--- config.mk ---
export PLATFORM = sky130hd
export DESIGN_NAME = windowed_average_heart_rate
export DESIGN_NICKNAME = d
export VERILOG_FILES = /design/src/rtl/wahr_pkg.sv /design/src/rtl/wahr_div.sv /design/src/rtl/windowed_average_heart_rate.sv
export SDC_FILE = /design/constraint.sdc
export NUM_CORES = 1
export LEC_CHECK = 0
export ABC_AREA = 1
export BUFFER_PORTS_ARGS = -buffer_cell sky130_fd_sc_hd__buf_2
export CORE_ASPECT_RATIO = 0.7
export CORE_MARGIN = 4
export CORE_UTILIZATION = 35
export CTS_BUF_LIST = sky130_fd_sc_hd__clkbuf_16
export CTS_CLUSTER_SIZE = 20
export DETAILED_ROUTE_END_ITERATION = 10
export GPL_TIMING_DRIVEN = 0
export PLACE_DENSITY = 0.47
export SETUP_SLACK_MARGIN = 0.2
export SLEW_MARGIN = 10
export SYNTH_ARGS = -nofsm -noshare
export SYNTH_HDL_FRONTEND = slang
export SYNTH_SLANG_ARGS = --single-unit
export TNS_END_PERCENT = 30
--- constraint.sdc ---
create_clock -name clk -period 4.3 [get_ports clk]
set_input_delay 0.645 -clock clk [delete_from_list [all_inputs] [get_ports clk]]
set_output_delay 0.645 -clock clk [all_outputs]
set_load 0.02 [all_outputs]
--- src/rtl/wahr_pkg.sv ---
// Shared types and constants for the windowed average heart rate block.
// No dependencies.
package wahr_pkg;

	localparam int unsigned TS_W   = 32;
	localparam int unsigned RATE_W = 24;
	localparam int unsigned CNT_W  = 8;

	// 60000 ms per minute in Q8, also the saturation ceiling
	localparam logic [RATE_W-1:0] RATE_MAX = 24'd15360000;
	localparam logic [TS_W-1:0]   WINDOW_RESET = 32'd20000;

	localparam logic [1:0] PH_IDLE      = 2'd0;
	localparam logic [1:0] PH_WAITING   = 2'd1;
	localparam logic [1:0] PH_DONE      = 2'd2;
	localparam logic [1:0] PH_CANCELLED = 2'd3;

	localparam logic [1:0] MODE_BEAT   = 2'd0;
	localparam logic [1:0] MODE_CANCEL = 2'd1;
	localparam logic [1:0] MODE_RESET  = 2'd2;

	typedef struct packed {
		logic            done;
		logic [TS_W-1:0] quotient;
	} div_res_t;

endpackage

--- src/rtl/wahr_div.sv ---
// Radix-2 restoring divider, one quotient bit per cycle.
// Depends on wahr_pkg.
module wahr_div import wahr_pkg::*; (
	input  logic            clk,
	input  logic            arst_n,
	input  logic            start,
	input  logic [TS_W-1:0] dividend,
	input  logic [TS_W-1:0] divisor,
	output div_res_t        res
);

	localparam int unsigned CW = $clog2(TS_W);

	logic          busy_q;
	logic          done_q;
	logic [CW-1:0] cnt_q;
	logic [TS_W-1:0] rem_q;
	logic [TS_W-1:0] quo_q;
	logic [TS_W-1:0] dsr_q;
	logic [TS_W:0]   trial;
	logic [TS_W:0]   diff;

	assign trial = {rem_q, quo_q[TS_W-1]};
	assign diff  = trial - {1'b0, dsr_q};

	always_ff @(posedge clk or negedge arst_n) begin
		if (!arst_n) begin
			busy_q <= 1'b0;
			done_q <= 1'b0;
			cnt_q  <= '0;
		end else begin
			done_q <= 1'b0;
			if (start) begin
				busy_q <= 1'b1;
				cnt_q  <= CW'(TS_W - 1);
			end else if (busy_q) begin
				cnt_q <= cnt_q - 1'b1;
				if (cnt_q == '0) begin
					busy_q <= 1'b0;
					done_q <= 1'b1;
				end
			end
		end
	end

	// dividend shifts out of the top of quo_q while quotient bits shift in
	always_ff @(posedge clk) begin
		if (start) begin
			rem_q <= '0;
			quo_q <= dividend;
			dsr_q <= divisor;
		end else if (busy_q) begin
			if (!diff[TS_W]) begin
				rem_q <= diff[TS_W-1:0];
				quo_q <= {quo_q[TS_W-2:0], 1'b1};
			end else begin
				rem_q <= trial[TS_W-1:0];
				quo_q <= {quo_q[TS_W-2:0], 1'b0};
			end
		end
	end

	assign res.done     = done_q;
	assign res.quotient = quo_q;

endmodule

--- src/rtl/windowed_average_heart_rate.sv ---
// Windowed average heart rate: event sequencer, window state and result port.
// Depends on wahr_pkg and wahr_div.
//
// Input channel (in_valid/in_stall) carries one event per transaction: mode
// (beat, cancel, reset) and a wrapping millisecond timestamp. Each event gives
// exactly one result transaction on the output channel (out_valid/out_stall):
// phase, average bpm in unsigned Q8 (nonzero only when done) and interval count.
// cfg_write_en/cfg_write_data load the window length; write only when idle.
//
// One event at a time. Events that do not finalise pass from an evaluate state
// to the result state. A beat that closes the window with intervals recorded
// and a nonzero sum goes on through a multiply state to the restoring divider
// (one quotient bit a cycle) before the result state. in_stall stays high from
// acceptance until the result transaction completes, so no event is taken meanwhile.
// A stalled result holds its value until taken.
//
// arst_n clears the phase to idle, all window state to zero and the window
// length to 20000 ms. No clearing pass is needed.
module windowed_average_heart_rate import wahr_pkg::*; #(
	parameter int unsigned INTERVAL_CAP = 128
) (
	input  logic              clk,
	input  logic              arst_n,
	input  logic              cfg_write_en,
	input  logic [TS_W-1:0]   cfg_write_data,
	input  logic              in_valid,
	output logic              in_stall,
	input  logic [1:0]        mode,
	input  logic [TS_W-1:0]   timestamp_ms,
	output logic              out_valid,
	input  logic              out_stall,
	output logic [1:0]        status,
	output logic [RATE_W-1:0] bpm_q8,
	output logic [CNT_W-1:0]  interval_total
);

	localparam logic [2:0] S_IDLE = 3'd0;
	localparam logic [2:0] S_EVAL = 3'd1;
	localparam logic [2:0] S_MUL  = 3'd2;
	localparam logic [2:0] S_DIV  = 3'd3;
	localparam logic [2:0] S_OUT  = 3'd4;

	localparam logic [CNT_W-1:0] CAP = CNT_W'(INTERVAL_CAP);

	logic [2:0]        state_q;
	logic [1:0]        mode_q;
	logic [TS_W-1:0]   ts_q;
	logic [TS_W-1:0]   window_q;
	logic [1:0]        phase_q;
	logic [TS_W-1:0]   open_q;
	logic [TS_W-1:0]   prev_q;
	logic [CNT_W-1:0]  cnt_q;
	logic [TS_W-1:0]   sum_q;
	logic [RATE_W-1:0] rate_q;

	logic            accept;
	logic            expired;
	logic [TS_W-1:0] gap;
	logic [TS_W-1:0] numer;
	div_res_t        div_res;

	assign accept  = in_valid && !in_stall;
	// second expiry check in a beat uses the same timestamp, so one compare suffices
	assign expired = (ts_q - open_q) >= window_q;
	assign gap     = ts_q - prev_q;
	assign numer   = {{(TS_W-RATE_W){1'b0}}, RATE_MAX} * {{(TS_W-CNT_W){1'b0}}, cnt_q};

	wahr_div u_div (
		.clk      (clk),
		.arst_n   (arst_n),
		.start    (state_q == S_MUL),
		.dividend (numer),
		.divisor  (sum_q),
		.res      (div_res)
	);

	always_ff @(posedge clk or negedge arst_n) begin
		if (!arst_n) begin
			window_q <= WINDOW_RESET;
		end else if (cfg_write_en) begin
			window_q <= cfg_write_data;
		end
	end

	always_ff @(posedge clk) begin
		if (accept) begin
			mode_q <= mode;
			ts_q   <= timestamp_ms;
		end
	end

	always_ff @(posedge clk or negedge arst_n) begin
		if (!arst_n) begin
			state_q <= S_IDLE;
			phase_q <= PH_IDLE;
			open_q  <= '0;
			prev_q  <= '0;
			cnt_q   <= '0;
			sum_q   <= '0;
			rate_q  <= '0;
		end else begin
			unique case (state_q)
				S_IDLE: begin
					if (accept) state_q <= S_EVAL;
				end
				S_EVAL: begin
					state_q <= S_OUT;
					priority if (mode_q == MODE_BEAT) begin
						if (phase_q == PH_IDLE) begin
							open_q  <= ts_q;
							prev_q  <= ts_q;
							phase_q <= PH_WAITING;
						end else if (phase_q == PH_WAITING) begin
							if (expired) begin
								if (cnt_q == '0) begin
									rate_q  <= '0;
									phase_q <= PH_DONE;
								end else if (sum_q == '0) begin
									rate_q  <= RATE_MAX;
									phase_q <= PH_DONE;
								end else begin
									state_q <= S_MUL;
								end
							end else begin
								if (cnt_q < CAP) begin
									sum_q <= sum_q + gap;
									cnt_q <= cnt_q + 1'b1;
								end
								prev_q <= ts_q;
							end
						end
					end else if (mode_q == MODE_CANCEL) begin
						if (phase_q == PH_WAITING) phase_q <= PH_CANCELLED;
					end else if (mode_q == MODE_RESET) begin
						phase_q <= PH_IDLE;
						open_q  <= '0;
						prev_q  <= '0;
						cnt_q   <= '0;
						sum_q   <= '0;
						rate_q  <= '0;
					end else begin
						// unused mode: report state unchanged
					end
				end
				S_MUL: begin
					state_q <= S_DIV;
				end
				S_DIV: begin
					if (div_res.done) begin
						rate_q  <= (div_res.quotient > {{(TS_W-RATE_W){1'b0}}, RATE_MAX}) ?
							RATE_MAX : div_res.quotient[RATE_W-1:0];
						phase_q <= PH_DONE;
						state_q <= S_OUT;
					end
				end
				S_OUT: begin
					if (!out_stall) state_q <= S_IDLE;
				end
				default: begin
					state_q <= S_IDLE;
				end
			endcase
		end
	end

	assign in_stall       = (state_q != S_IDLE);
	assign out_valid      = (state_q == S_OUT);
	assign status         = phase_q;
	assign bpm_q8         = (phase_q == PH_DONE) ? rate_q : '0;
	assign interval_total = cnt_q;

endmodule

==> impl_metrics.tcl, run 1 <==
set metrics [dict create \
    worstPathRequired_ns 4.80 \
    wl_met1_um 41960 \
    p_clk_share_pct 20.4 \
    r2r_start "ts_q[0]" \
    die_x_um 312.5 \
    gp_congestion 0.9445 \
    synthFlopType "dfrtp_1" \
    fin_crit_ns 4.138 \
    synth_edf_count 85 \
    min_period_over_period_pct 96.24 \
    dieArea_um2 69120 \
    switching_share_pct 47.44 \
    wl_met2_um 27720 \
    cts_buffers 36 \
    seq_power_share_pct 24.6 \
    dr_wl_met3_um 5994 \
    ios 107 \
    hold_path.class "input pin to async pin" \
    yosysTopAreaCellShare_pct 18.39 \
    r2r_cells 25 \
    hold_buffers 0 \
    pwr_density_cell_nw_per_um2 545.3 \
    end_kind "flip-flop" \
    async_flop_share_pct 56.95 \
    relSlewSlack_pct 31.55 \
    setup_violations 0 \
    yosys-top-cells-area "dfrtp_1 18%, nand2_1 15%, edfxtp_1 11%" \
    p_sw_mw 6.905 \
    cellLeakagePower_nw 13.81 \
    synth_top_area_cell "dfrtp_1" \
    routed_wl_um 76650 \
    path_class "flip-flop to flip-flop" \
    skew_ns 0.02784 \
    synth_cell_types 53 \
    num_rows 77 \
    fmax_mhz 241.6 \
    grt_pass1_vias 19650 \
    synth_seq_cells 302 \
    cp.arrival_ns 4.64 \
    rr_endpoint "interval_total[5]" \
    syn_area_um2 22720 \
    overflow 0 \
    syn-instance-count 3135 \
    dr.pass1.iters 7 \
    start_kind "flip-flop" \
    p_int_mw 7.651 \
    grt_usage_pct 21.72 \
    drc_errors 0 \
    crit_path_start "ts_q[0]" \
    final_cell_mix "847 x nand2_1, 585 x inv_1, 255 x nor2_1" \
    numPortBuffers 105 \
    status "finished, final reports clean" \
    antenna_found_initial 2 \
    final_common_cell "nand2_1" \
    synth.avg_cell_area_um2 7.247 \
    cts-root-buf "clkbuf_16" \
    area_delta_synth_final_pct 17.48 \
    cts.clk_slew.worst_paths_ns 0.07 \
    hold_viol 0 \
    r2r_setup_slack_ns 0.16 \
    power_frac_comb_pct 55.0 \
    cts.sinks 302 \
    drt_iter0_drc 1668 \
    insertion_delay_ns 0.57 \
    nets 3638 \
    drtAntennaViolNets 0 \
    layout-drive-gt1-share_pct 11.71 \
    die_h_um 221.2 \
    grt_pass1_wl_um 116900 \
    peakVddDrop_mv 0.2737 \
    cts.path.max_buffers 3 \
    critPathMaxFanout 8 \
    yosysWarningCount 0 \
    routed.top_layer "met4" \
    fin_cells 4229 \
    fp.coreArea_um2 63680 \
    rsz0062_at_grt "yes" \
    drv_cap 0 \
    fin_total_pwr_mw 14.56 \
    vias_per_cell 4.917 \
    endpoint "interval_total[5]" \
    worst_slew_pin_slew_ns 1.027 \
    wire_per_inst_um 18.12 \
    initial_core_util_pct 35.68 \
    yosysSeqAreaShare_pct 34.17 \
    slew_viol_final 0 \
    hpwl_um 62730 \
    grt_max_degree 96 \
    vias 20800 \
    tritoncts "built" \
    synth_fp_nets 3444 \
    h-tree-depth 2 \
    dpl.cell_count 4112 \
]
worst min path at each step:
stage,end,slack [ns]
after floorplan,interval_total[0],0.35
after global placement,u_div.quo_q[12],0.45
after detailed placement,u_div.dsr_q[2],0.46
after CTS,window_q[25],0.14
after global routing,window_q[25],0.16
final,window_q[25],0.10
power by group through the flow:
| stage | Combinational, mW | Clock [mW] | Sequential (mW) |
|---|---|---|---|
| 5_1_grt | 8.95 | 3.18 | 3.63 |
| 6_report | 8.00 | 2.97 | 3.59 |
| 3_5_place_dp | 7.16 | 0 | 3.64 |
| 4_1_cts | 7.42 | 3.07 | 3.58 |
| 3_3_place_gp | 7.13 | 0 | 3.64 |
| 2_1_floorplan | 4.95 | 0 | 3.54 |
metrics by stage:
step	area, um2	worst slack [ns]	hold slack, ns	setup TNS [ns]	util (%)
6_report	26690	0.1617	0.1032	0	41.91
2_1_floorplan	22720	0.3435	0.3494	0	-
5_1_grt	26680	-0.02208	0.1577	-0.2988	41.90
3_5_place_dp	24420	-1.417	0.4584	-100.57	38.35
3_3_place_gp	24330	-1.400	0.4468	-171.27	38.21
4_1_cts	25850	0.1417	0.1432	0	40.59
what timing repair did:
action,4_1_cts,5_1_grt
gates cloned,1,8
resized for setup,58,126
setup endpoints to repair,109,109
buffers inserted,12,27
pin swaps,9,34
cells in the mapped netlist (5+ instances only):
master / count
a21boi_0: 5
a21o_1: 7
a21oi_1: 134
a22oi_1: 13
a31oi_1: 9
buf_2: 20
buf_6: 8
clkbuf_1: 36
dfrtp_1: 167
dfstp_2: 5
dfxtp_1: 45
edfxtp_1: 85
fa_1: 55
ha_1: 183
inv_1: 587
inv_2: 7
nand2_1: 890
nand2_2: 10
nand2_4: 5
nand3_1: 196
nand3_2: 5
nand3b_1: 12
nand4_1: 86
nor2_1: 263
nor3_1: 26
o21a_1: 9
o21ai_0: 126
o21ai_1: 16
o21bai_1: 16
o22ai_1: 6
xnor2_1: 21
xor2_1: 46
sequential cells by signal, indices dropped and copies added, names as in the netlist:
name and count:
interval_total 8, mode_q 2, open_q 32, prev_q 32, rate_q 24, state_q 3
status 2, sum_q 32, ts_q 32, u_div.busy_q 1, u_div.cnt_q 5, u_div.done_q 1
u_div.dsr_q 32, u_div.quo_q 32, u_div.rem_q 32, window_q 32
critical path, cell delays in order (launching register included):
cell	delay (ns)
edfxtp_1	0.43
inv_2	0.11
ha_4	0.14
inv_4	0.03
fa_2	0.37
nand2_2	0.08
nand2_2	0.06
o21a_4	0.14
a21oi_4	0.23
inv_2	0.07
nand4_1	0.10
nand3_2	0.16
xor2_1	0.20
ha_1	0.29
nand2_2	0.07
nor4_4	0.35
nand2_1	0.11
nor2_1	0.13
nand2_2	0.17
buf_6	0.18
nand3_4	0.09
nand2_8	0.09
nand2_8	0.16
clkbuf_16	0.19
nand2_2	0.04
nand2_1	0.06
cell families after synthesis:
group,Yosys count,synth area share (%)
adder cells (fa/ha/maj),238,14.92
AND/OR/NAND/NOR,1513,28.32
buffers and inverters,662,11.34
AO/OA/AOI/OAI,352,8.607
XOR/XNOR,67,2.583
flip-flops,302,34.17
multiplexers,1,0.04956
layer usage:
metal	track usage [%]	vias up
met5	0	-
met4	3.530	0
met3	5.266	65
met2	27.84	499
met1	36.11	9863
li1	-	10370
final cells by class:
class,instances,area (um2)
flip-flops and latches,302,7771
multi-input cells,2171,12920
repair buffers,156,1144
clock inverters,29,170.2
fillers,6690,36990
diodes,3,7.507
inverters,595,2243
well taps,869,1087
clock buffers,37,925.9
plain buffers,67,425.4
Power figures use the tool's default switching activity.
==> inputs of run 2 (changes only) <==
- CORE_UTILIZATION: 35 -> 45
- PLACE_DENSITY: 0.47 -> 0.58
==> run 2 against run 1 <==
  * Sequential cell count is the same
  * Clock skew shrank 0.0075 ns
  * Hold slack lost 0.020 ns
  * Sequential power is essentially flat
  * Global-route usage grew 4.4 points
  * Combinational power shrank 2%
  * Critical path depth shrank 1
  * Worst setup slack gained 0.10 ns
  * Core utilization grew 11 points
  * Final cell count shrank 5.1%
  * Largest power group unchanged
==> impl_metrics.tcl, run 2 (same netlist as run 1, synthesis figures left out) <==
set metrics [dict create \
    num_rows 68 \
    overflow 0 \
    cts-root-buf "clkbuf_16" \
    gp_congestion 0.9579 \
    layout_setup_ws_ns 0.2623 \
    numPortBuffers 105 \
    skew_ns 0.02034 \
    setup_violations 0 \
    ios 107 \
    cp_top_family "simple AND/OR/NAND/NOR gates" \
    antenna_found_initial 1 \
    dpl.cell_count 3908 \
    drv_cap 0 \
    slowest_stage "edfxtp_1" \
    critPathMaxFanout 7 \
    routed_wl_um 72350 \
    h-tree-depth 2 \
    crit_top_cell "nand2_1" \
    area_delta_synth_final_pct 15.98 \
    hold_path.class "input pin to async pin" \
    relSlewSlack_pct 34.62 \
    fin_crit_ns 4.038 \
    rr_endpoint "interval_total[2]" \
    dieArea_um2 54210 \
    grt_max_degree 94 \
    crit_path_cell_trace "inv_2 > ha_4 > inv_4 > fa_2 > nand2_1 > nand2_1 > o21a_4 > a21oi_4 > inv_2 > nand4_1 > nand3_2 > xor2_2 > ha_1 > nand2_2 > nor4_4 > nand2_1 > nor2_2 > nand2_4 > nand3_4 > nand2_8 > nand2_8 > clkbuf_16 > nand2_1 > nand2_1" \
    vias_per_cell 5.229 \
    rsz0062_at_grt "yes" \
    cellLeakagePower_nw 13.74 \
    hpwl_um 58800 \
    vias 20990 \
    cp.arrival_ns 4.50 \
    n_antenna_cell 0 \
    r2r_cells 24 \
    grt_pass1_vias 19600 \
    fmax_mhz 247.7 \
    cp_num_buf_inv 4 \
    die_h_um 196.0 \
    grt_pass1_wl_um 111600 \
    drc_errors 0 \
    pwr_density_cell_nw_per_um2 546.6 \
    tritoncts "built" \
    nets 3632 \
    worst_slew_pin_slew_ns 0.9771 \
    slew_viol_final 0 \
    hold_viol 0 \
    start_kind "flip-flop" \
    insertion_delay_ns 0.54 \
    end_kind "flip-flop" \
    r2r_setup_slack_ns 0.26 \
    initial_core_util_pct 45.81 \
    cts.clk_slew.worst_paths_ns 0.06 \
    cts_buffers 34 \
    pre_cts_ws_ns -1.191 \
    grt_usage_pct 26.10 \
    final_common_cell "nand2_1" \
    layout-drive-gt1-share_pct 11.14 \
    cts.path.max_buffers 3 \
    drtAntennaViolNets 0 \
    n_fill_cell 4980 \
    cts.sinks 302 \
    peakVddDrop_mv 0.3717 \
    r2r_start "ts_q[0]" \
    final_cell_mix "859 x nand2_1, 590 x inv_1, 253 x nor2_1" \
    status "finished, final reports clean" \
    dr.pass1.iters 5 \
    fin_cells 4014 \
    hold_buffers 0 \
    worstPathRequired_ns 4.77 \
    path_class "flip-flop to flip-flop" \
    fin_util_pct 53.13 \
    slowest_delay_ns 0.41 \
    die_x_um 276.6 \
    fp.coreArea_um2 49600 \
    wire_per_inst_um 18.03 \
    drt_iter0_drc 1996 \
    min_period_over_period_pct 93.90 \
]
run 2: final cells by class:
cell class | instances | area (um2) | share of cell area (%)
Buffer | 67 | 417.9 | 1.586
Sequential cell | 302 | 7771 | 29.49
Timing Repair Buffer | 152 | 1061 | 4.026
Clock buffer | 39 | 975.9 | 3.704
Multi-Input combinational cell | 2171 | 12920 | 49.02
Tap cell | 665 | 832.0 | 3.157
Clock inverter | 23 | 132.6 | 0.5033
Inverter | 595 | 2243 | 8.513
run 2: what timing repair did:
item	in CTS	in global routing
resized for setup	59	111
setup buffers	17	22
cloned	0	5
pin swaps	10	29
endpoints found under the hold margin	0	0
setup endpoints to repair	105	107
run 2: worst max path at each step:
stage / slack (ns) / from / depth (start not counted) / endpoint
2_1_floorplan: 0.34 / interval_total[2] / 15 / u_div.quo_q[29]
3_3_place_gp: -1.14 / ts_q[0] / 25 / prev_q[13]
3_5_place_dp: -1.19 / ts_q[0] / 25 / prev_q[29]
4_1_cts: 0.18 / interval_total[4] / 16 / u_div.quo_q[30]
5_1_grt: 0.12 / ts_q[0] / 24 / interval_total[6]
6_report: 0.26 / ts_q[0] / 24 / interval_total[2]
run 2: where the power goes:
part	switching [mW]	leakage (nW)	internal, mW
Clock	1.26	0.569	1.69
Combinational	5.23	9.78	2.64
Sequential	0.262	3.39	3.32
run 2: worst reg2reg max path, cell delays in order, from the launching register on:
cell	delay, ns
edfxtp_1	0.41
inv_2	0.10
ha_4	0.15
inv_4	0.04
fa_2	0.36
nand2_1	0.07
nand2_1	0.06
o21a_4	0.14
a21oi_4	0.27
inv_2	0.08
nand4_1	0.11
nand3_2	0.14
xor2_2	0.19
ha_1	0.29
nand2_2	0.06
nor4_4	0.35
nand2_1	0.13
nor2_2	0.16
nand2_4	0.12
nand3_4	0.18
nand2_8	0.10
nand2_8	0.16
clkbuf_16	0.19
nand2_1	0.05
nand2_1	0.06
run 2: metrics by stage:
step | setup TNS (ns) | hold WS [ns] | cell area [um2] | power [mW]
floorplan | 0 | 0.3494 | 22720 | 8.496
global placement | -137.38 | 0.4447 | 24080 | 10.59
detailed placement | -83.98 | 0.4556 | 24170 | 10.69
CTS | 0 | 0.1501 | 25610 | 13.89
global route | 0 | 0.1557 | 26350 | 15.48
finish | 0 | 0.08340 | 26350 | 14.40
run 2: layer usage:
| layer | GRT usage, % | share of wire, % | up-vias |
|---|---|---|---|
| met2 | 34.93 | 38 | 633 |
| met4 | 4.682 | 1.5 | 0 |
| met3 | 5.877 | 8.0 | 74 |
| met1 | 42.50 | 53 | 9968 |
| li1 | - | - | 10320 |
| met5 | 0 | 0 | - |
==> inputs of run 3 (changes only) <==
- ABC_AREA: 1 -> not set
- PLACE_DENSITY: 0.58 -> 0.59
- SLEW_MARGIN: 10 -> 20
==> run 3 against run 2 <==
  * The run now ends with negative setup slack left
  * Sequential share of layout area increased by 2.9 points
  * Design area decreased by 8.9%
  * Die area decreased by 12%
  * Area after synthesis decreased by 12%
  * Sequential cell count unchanged
  * Critical endpoint is now rate_q[8]
  * Largest cell class unchanged
  * Largest power group unchanged
==> impl_metrics.tcl, run 3 <==
set metrics [dict create \
    h-tree-depth 2 \
    slowest_delay_ns 0.44 \
    r2r_setup_slack_ns -1.01 \
    status "complete, but fails checks" \
    fin_crit_ns 5.309 \
    routed_wl_um 53300 \
    ys_top_cells_by_count "293 x inv_1, 257 x nand2_1, 218 x o21ai_0" \
    tritoncts "built" \
    drt_iter0_drc 994 \
    final_common_cell "inv_1" \
    synth_top_area_cell "dfrtp_1" \
    worstPathRequired_ns 4.71 \
    gp_congestion 0.9388 \
    synthFlopType "dfrtp_1" \
    end_kind "flip-flop" \
    area_delta_synth_final_pct 20.55 \
    cp.arrival_ns 5.71 \
    fp.coreArea_um2 43720 \
    slew_viol_final 0 \
    cts.clk_slew.worst_paths_ns 0.06 \
    pwr_density_cell_nw_per_um2 671.0 \
    synth_fp_nets 2466 \
    initial_core_util_pct 45.56 \
    yosys-top-cells-area "dfrtp_1 21%, edfxtp_1 13%, ha_1 11%" \
    synth_cell_types 77 \
    drv_cap 0 \
    fin_util_pct 54.93 \
    grt_max_degree 90 \
    synth_edf_count 85 \
    wire_per_inst_um 17.83 \
    start_kind "flip-flop" \
    path_class "flip-flop to flip-flop" \
    skew_ns 0.02529 \
    rsz0062_at_grt "yes" \
    insertion_delay_ns 0.55 \
    cts.path.max_buffers 3 \
    numPortBuffers 105 \
    layout_setup_ws_ns -1.009 \
    drc_errors 0 \
    violations "negative setup slack" \
    slowest_stage "o31ai_4" \
    hold_viol 0 \
    dr.pass1.iters 7 \
    pre_cts_ws_ns -1.813 \
    die_h_um 184.0 \
    die_x_um 259.5 \
    async_flop_share_pct 56.95 \
    yosysSeqAreaShare_pct 38.97 \
    critPathMaxFanout 8 \
    r2r_cells 28 \
    fin_total_pwr_mw 16.11 \
    num_rows 64 \
    rr_endpoint "rate_q[8]" \
    fmax_mhz 188.4 \
    cellLeakagePower_nw 11.20 \
    r2r_start "ts_q[0]" \
    nets 2673 \
    cts_buffers 36 \
    synth.avg_cell_area_um2 9.235 \
    cts-root-buf "clkbuf_16" \
    worst_slew_pin_slew_ns 0.9705 \
    hold_path.class "input pin to async pin" \
    dieArea_um2 47750 \
    setup_violations 100 \
    antenna_found_initial 0 \
    yosysMostFrequentCell "inv_1" \
    hpwl_um 40020 \
    layout-drive-gt1-share_pct 16.60 \
    hold_buffers 0 \
    relSlewSlack_pct 34.61 \
    drtAntennaViolNets 0 \
    syn-instance-count 2157 \
    syn_area_um2 19920 \
    yosysTopAreaCellShare_pct 20.98 \
    yosysWarningCount 0 \
    grt_usage_pct 22.21 \
    cts.sinks 302 \
    synth_seq_cells 302 \
    vias 15970 \
    final_cell_mix "299 x inv_1, 222 x nand2_1, 172 x ha_1" \
    overflow 0 \
    peakVddDrop_mv 0.5388 \
    grt_pass1_wl_um 84980 \
    ios 107 \
    min_period_over_period_pct 123.5 \
    vias_per_cell 5.344 \
    grt_pass1_vias 15660 \
]
-- run 3: layout make-up --
class | instances | area [um2]
diodes | 3 | 7.507
plain buffers | 74 | 551.8
clock buffers | 39 | 975.9
clock inverters | 27 | 203.9
fillers | 4074 | 19710
inverters | 294 | 1104
multi-input cells | 1487 | 11470
flip-flops and latches | 302 | 7770
well taps | 594 | 743.2
repair buffers | 169 | 1190
-- run 3: repair_timing --
action	CTS	global route
hold endpoints to repair	0	0
cloned	7	1
pin swaps	43	44
gates resized for setup	120	118
endpoints found under the setup margin	112	135
buffers inserted	35	17
-- run 3: cells by family (layout without fill, tap and decap cells) --
family                     count (synthesis)  count (layout)  synth area share, %
buffers and inverters                    368             603                7.047
AOI/OAI and AO/OA                        574             574                17.86
and+or+nand+nor                          522             522                12.05
other                                      0               3                    0
DFF                                      302             302                38.97
adders and majority gates                238             238                17.02
muxes                                     48              48                2.424
xor gates and xnor gates                 105             105                4.617
-- run 3: worst max-delay path: cells and delay by family, from the launching register on --
| kind | cells | cell delay (ns) |
|---|---|---|
| muxes | 1 | 0.20 |
| DFF | 1 | 0.42 |
| adders and majority gates | 3 | 0.82 |
| and+or+nand+nor | 6 | 0.78 |
| buffers and inverters | 6 | 0.78 |
| AOI/OAI and AO/OA | 12 | 2.14 |
-- run 3: worst max-delay path by stage --
stage | slack [ns] | to | cells after the start | startpoint
2_1_floorplan | -0.27 | rate_q[18] | 26 | ts_q[0]
3_3_place_gp | -1.73 | sum_q[28] | 21 | ts_q[16]
3_5_place_dp | -1.81 | prev_q[28] | 24 | ts_q[0]
4_1_cts | -1.05 | rate_q[18] | 28 | ts_q[0]
5_1_grt | -1.19 | rate_q[8] | 28 | ts_q[0]
6_report | -1.01 | rate_q[8] | 28 | ts_q[0]
-- run 3: stage by stage --
step                      hold slack (ns)  setup TNS [ns]  std cells  area [um2]
final                             0.09063          -89.54       2989       24010
after global routing               0.1151         -109.08       2986       24010
after CTS                          0.1082          -93.76       2968       23450
after detailed placement           0.4642         -160.06       2860       21460
after global placement             0.4623         -222.29       2856       21340
after floorplan                    0.3494          -23.64       2157       20070
-- run 3: per-layer routing --
metal	part of all wire, %	GRT usage (%)	up-vias
li1	-	-	7872
met1	52	35.08	7754
met2	41	31.88	292
met3	5.5	4.420	53
met4	1.2	3.257	2
met5	0.21	1.687	-
-- run 3: where the power goes --
group	internal, mW	switching [mW]
clock network	1.82	1.28
registers	3.48	0.461
logic	3.94	5.12
total	9.24	6.87
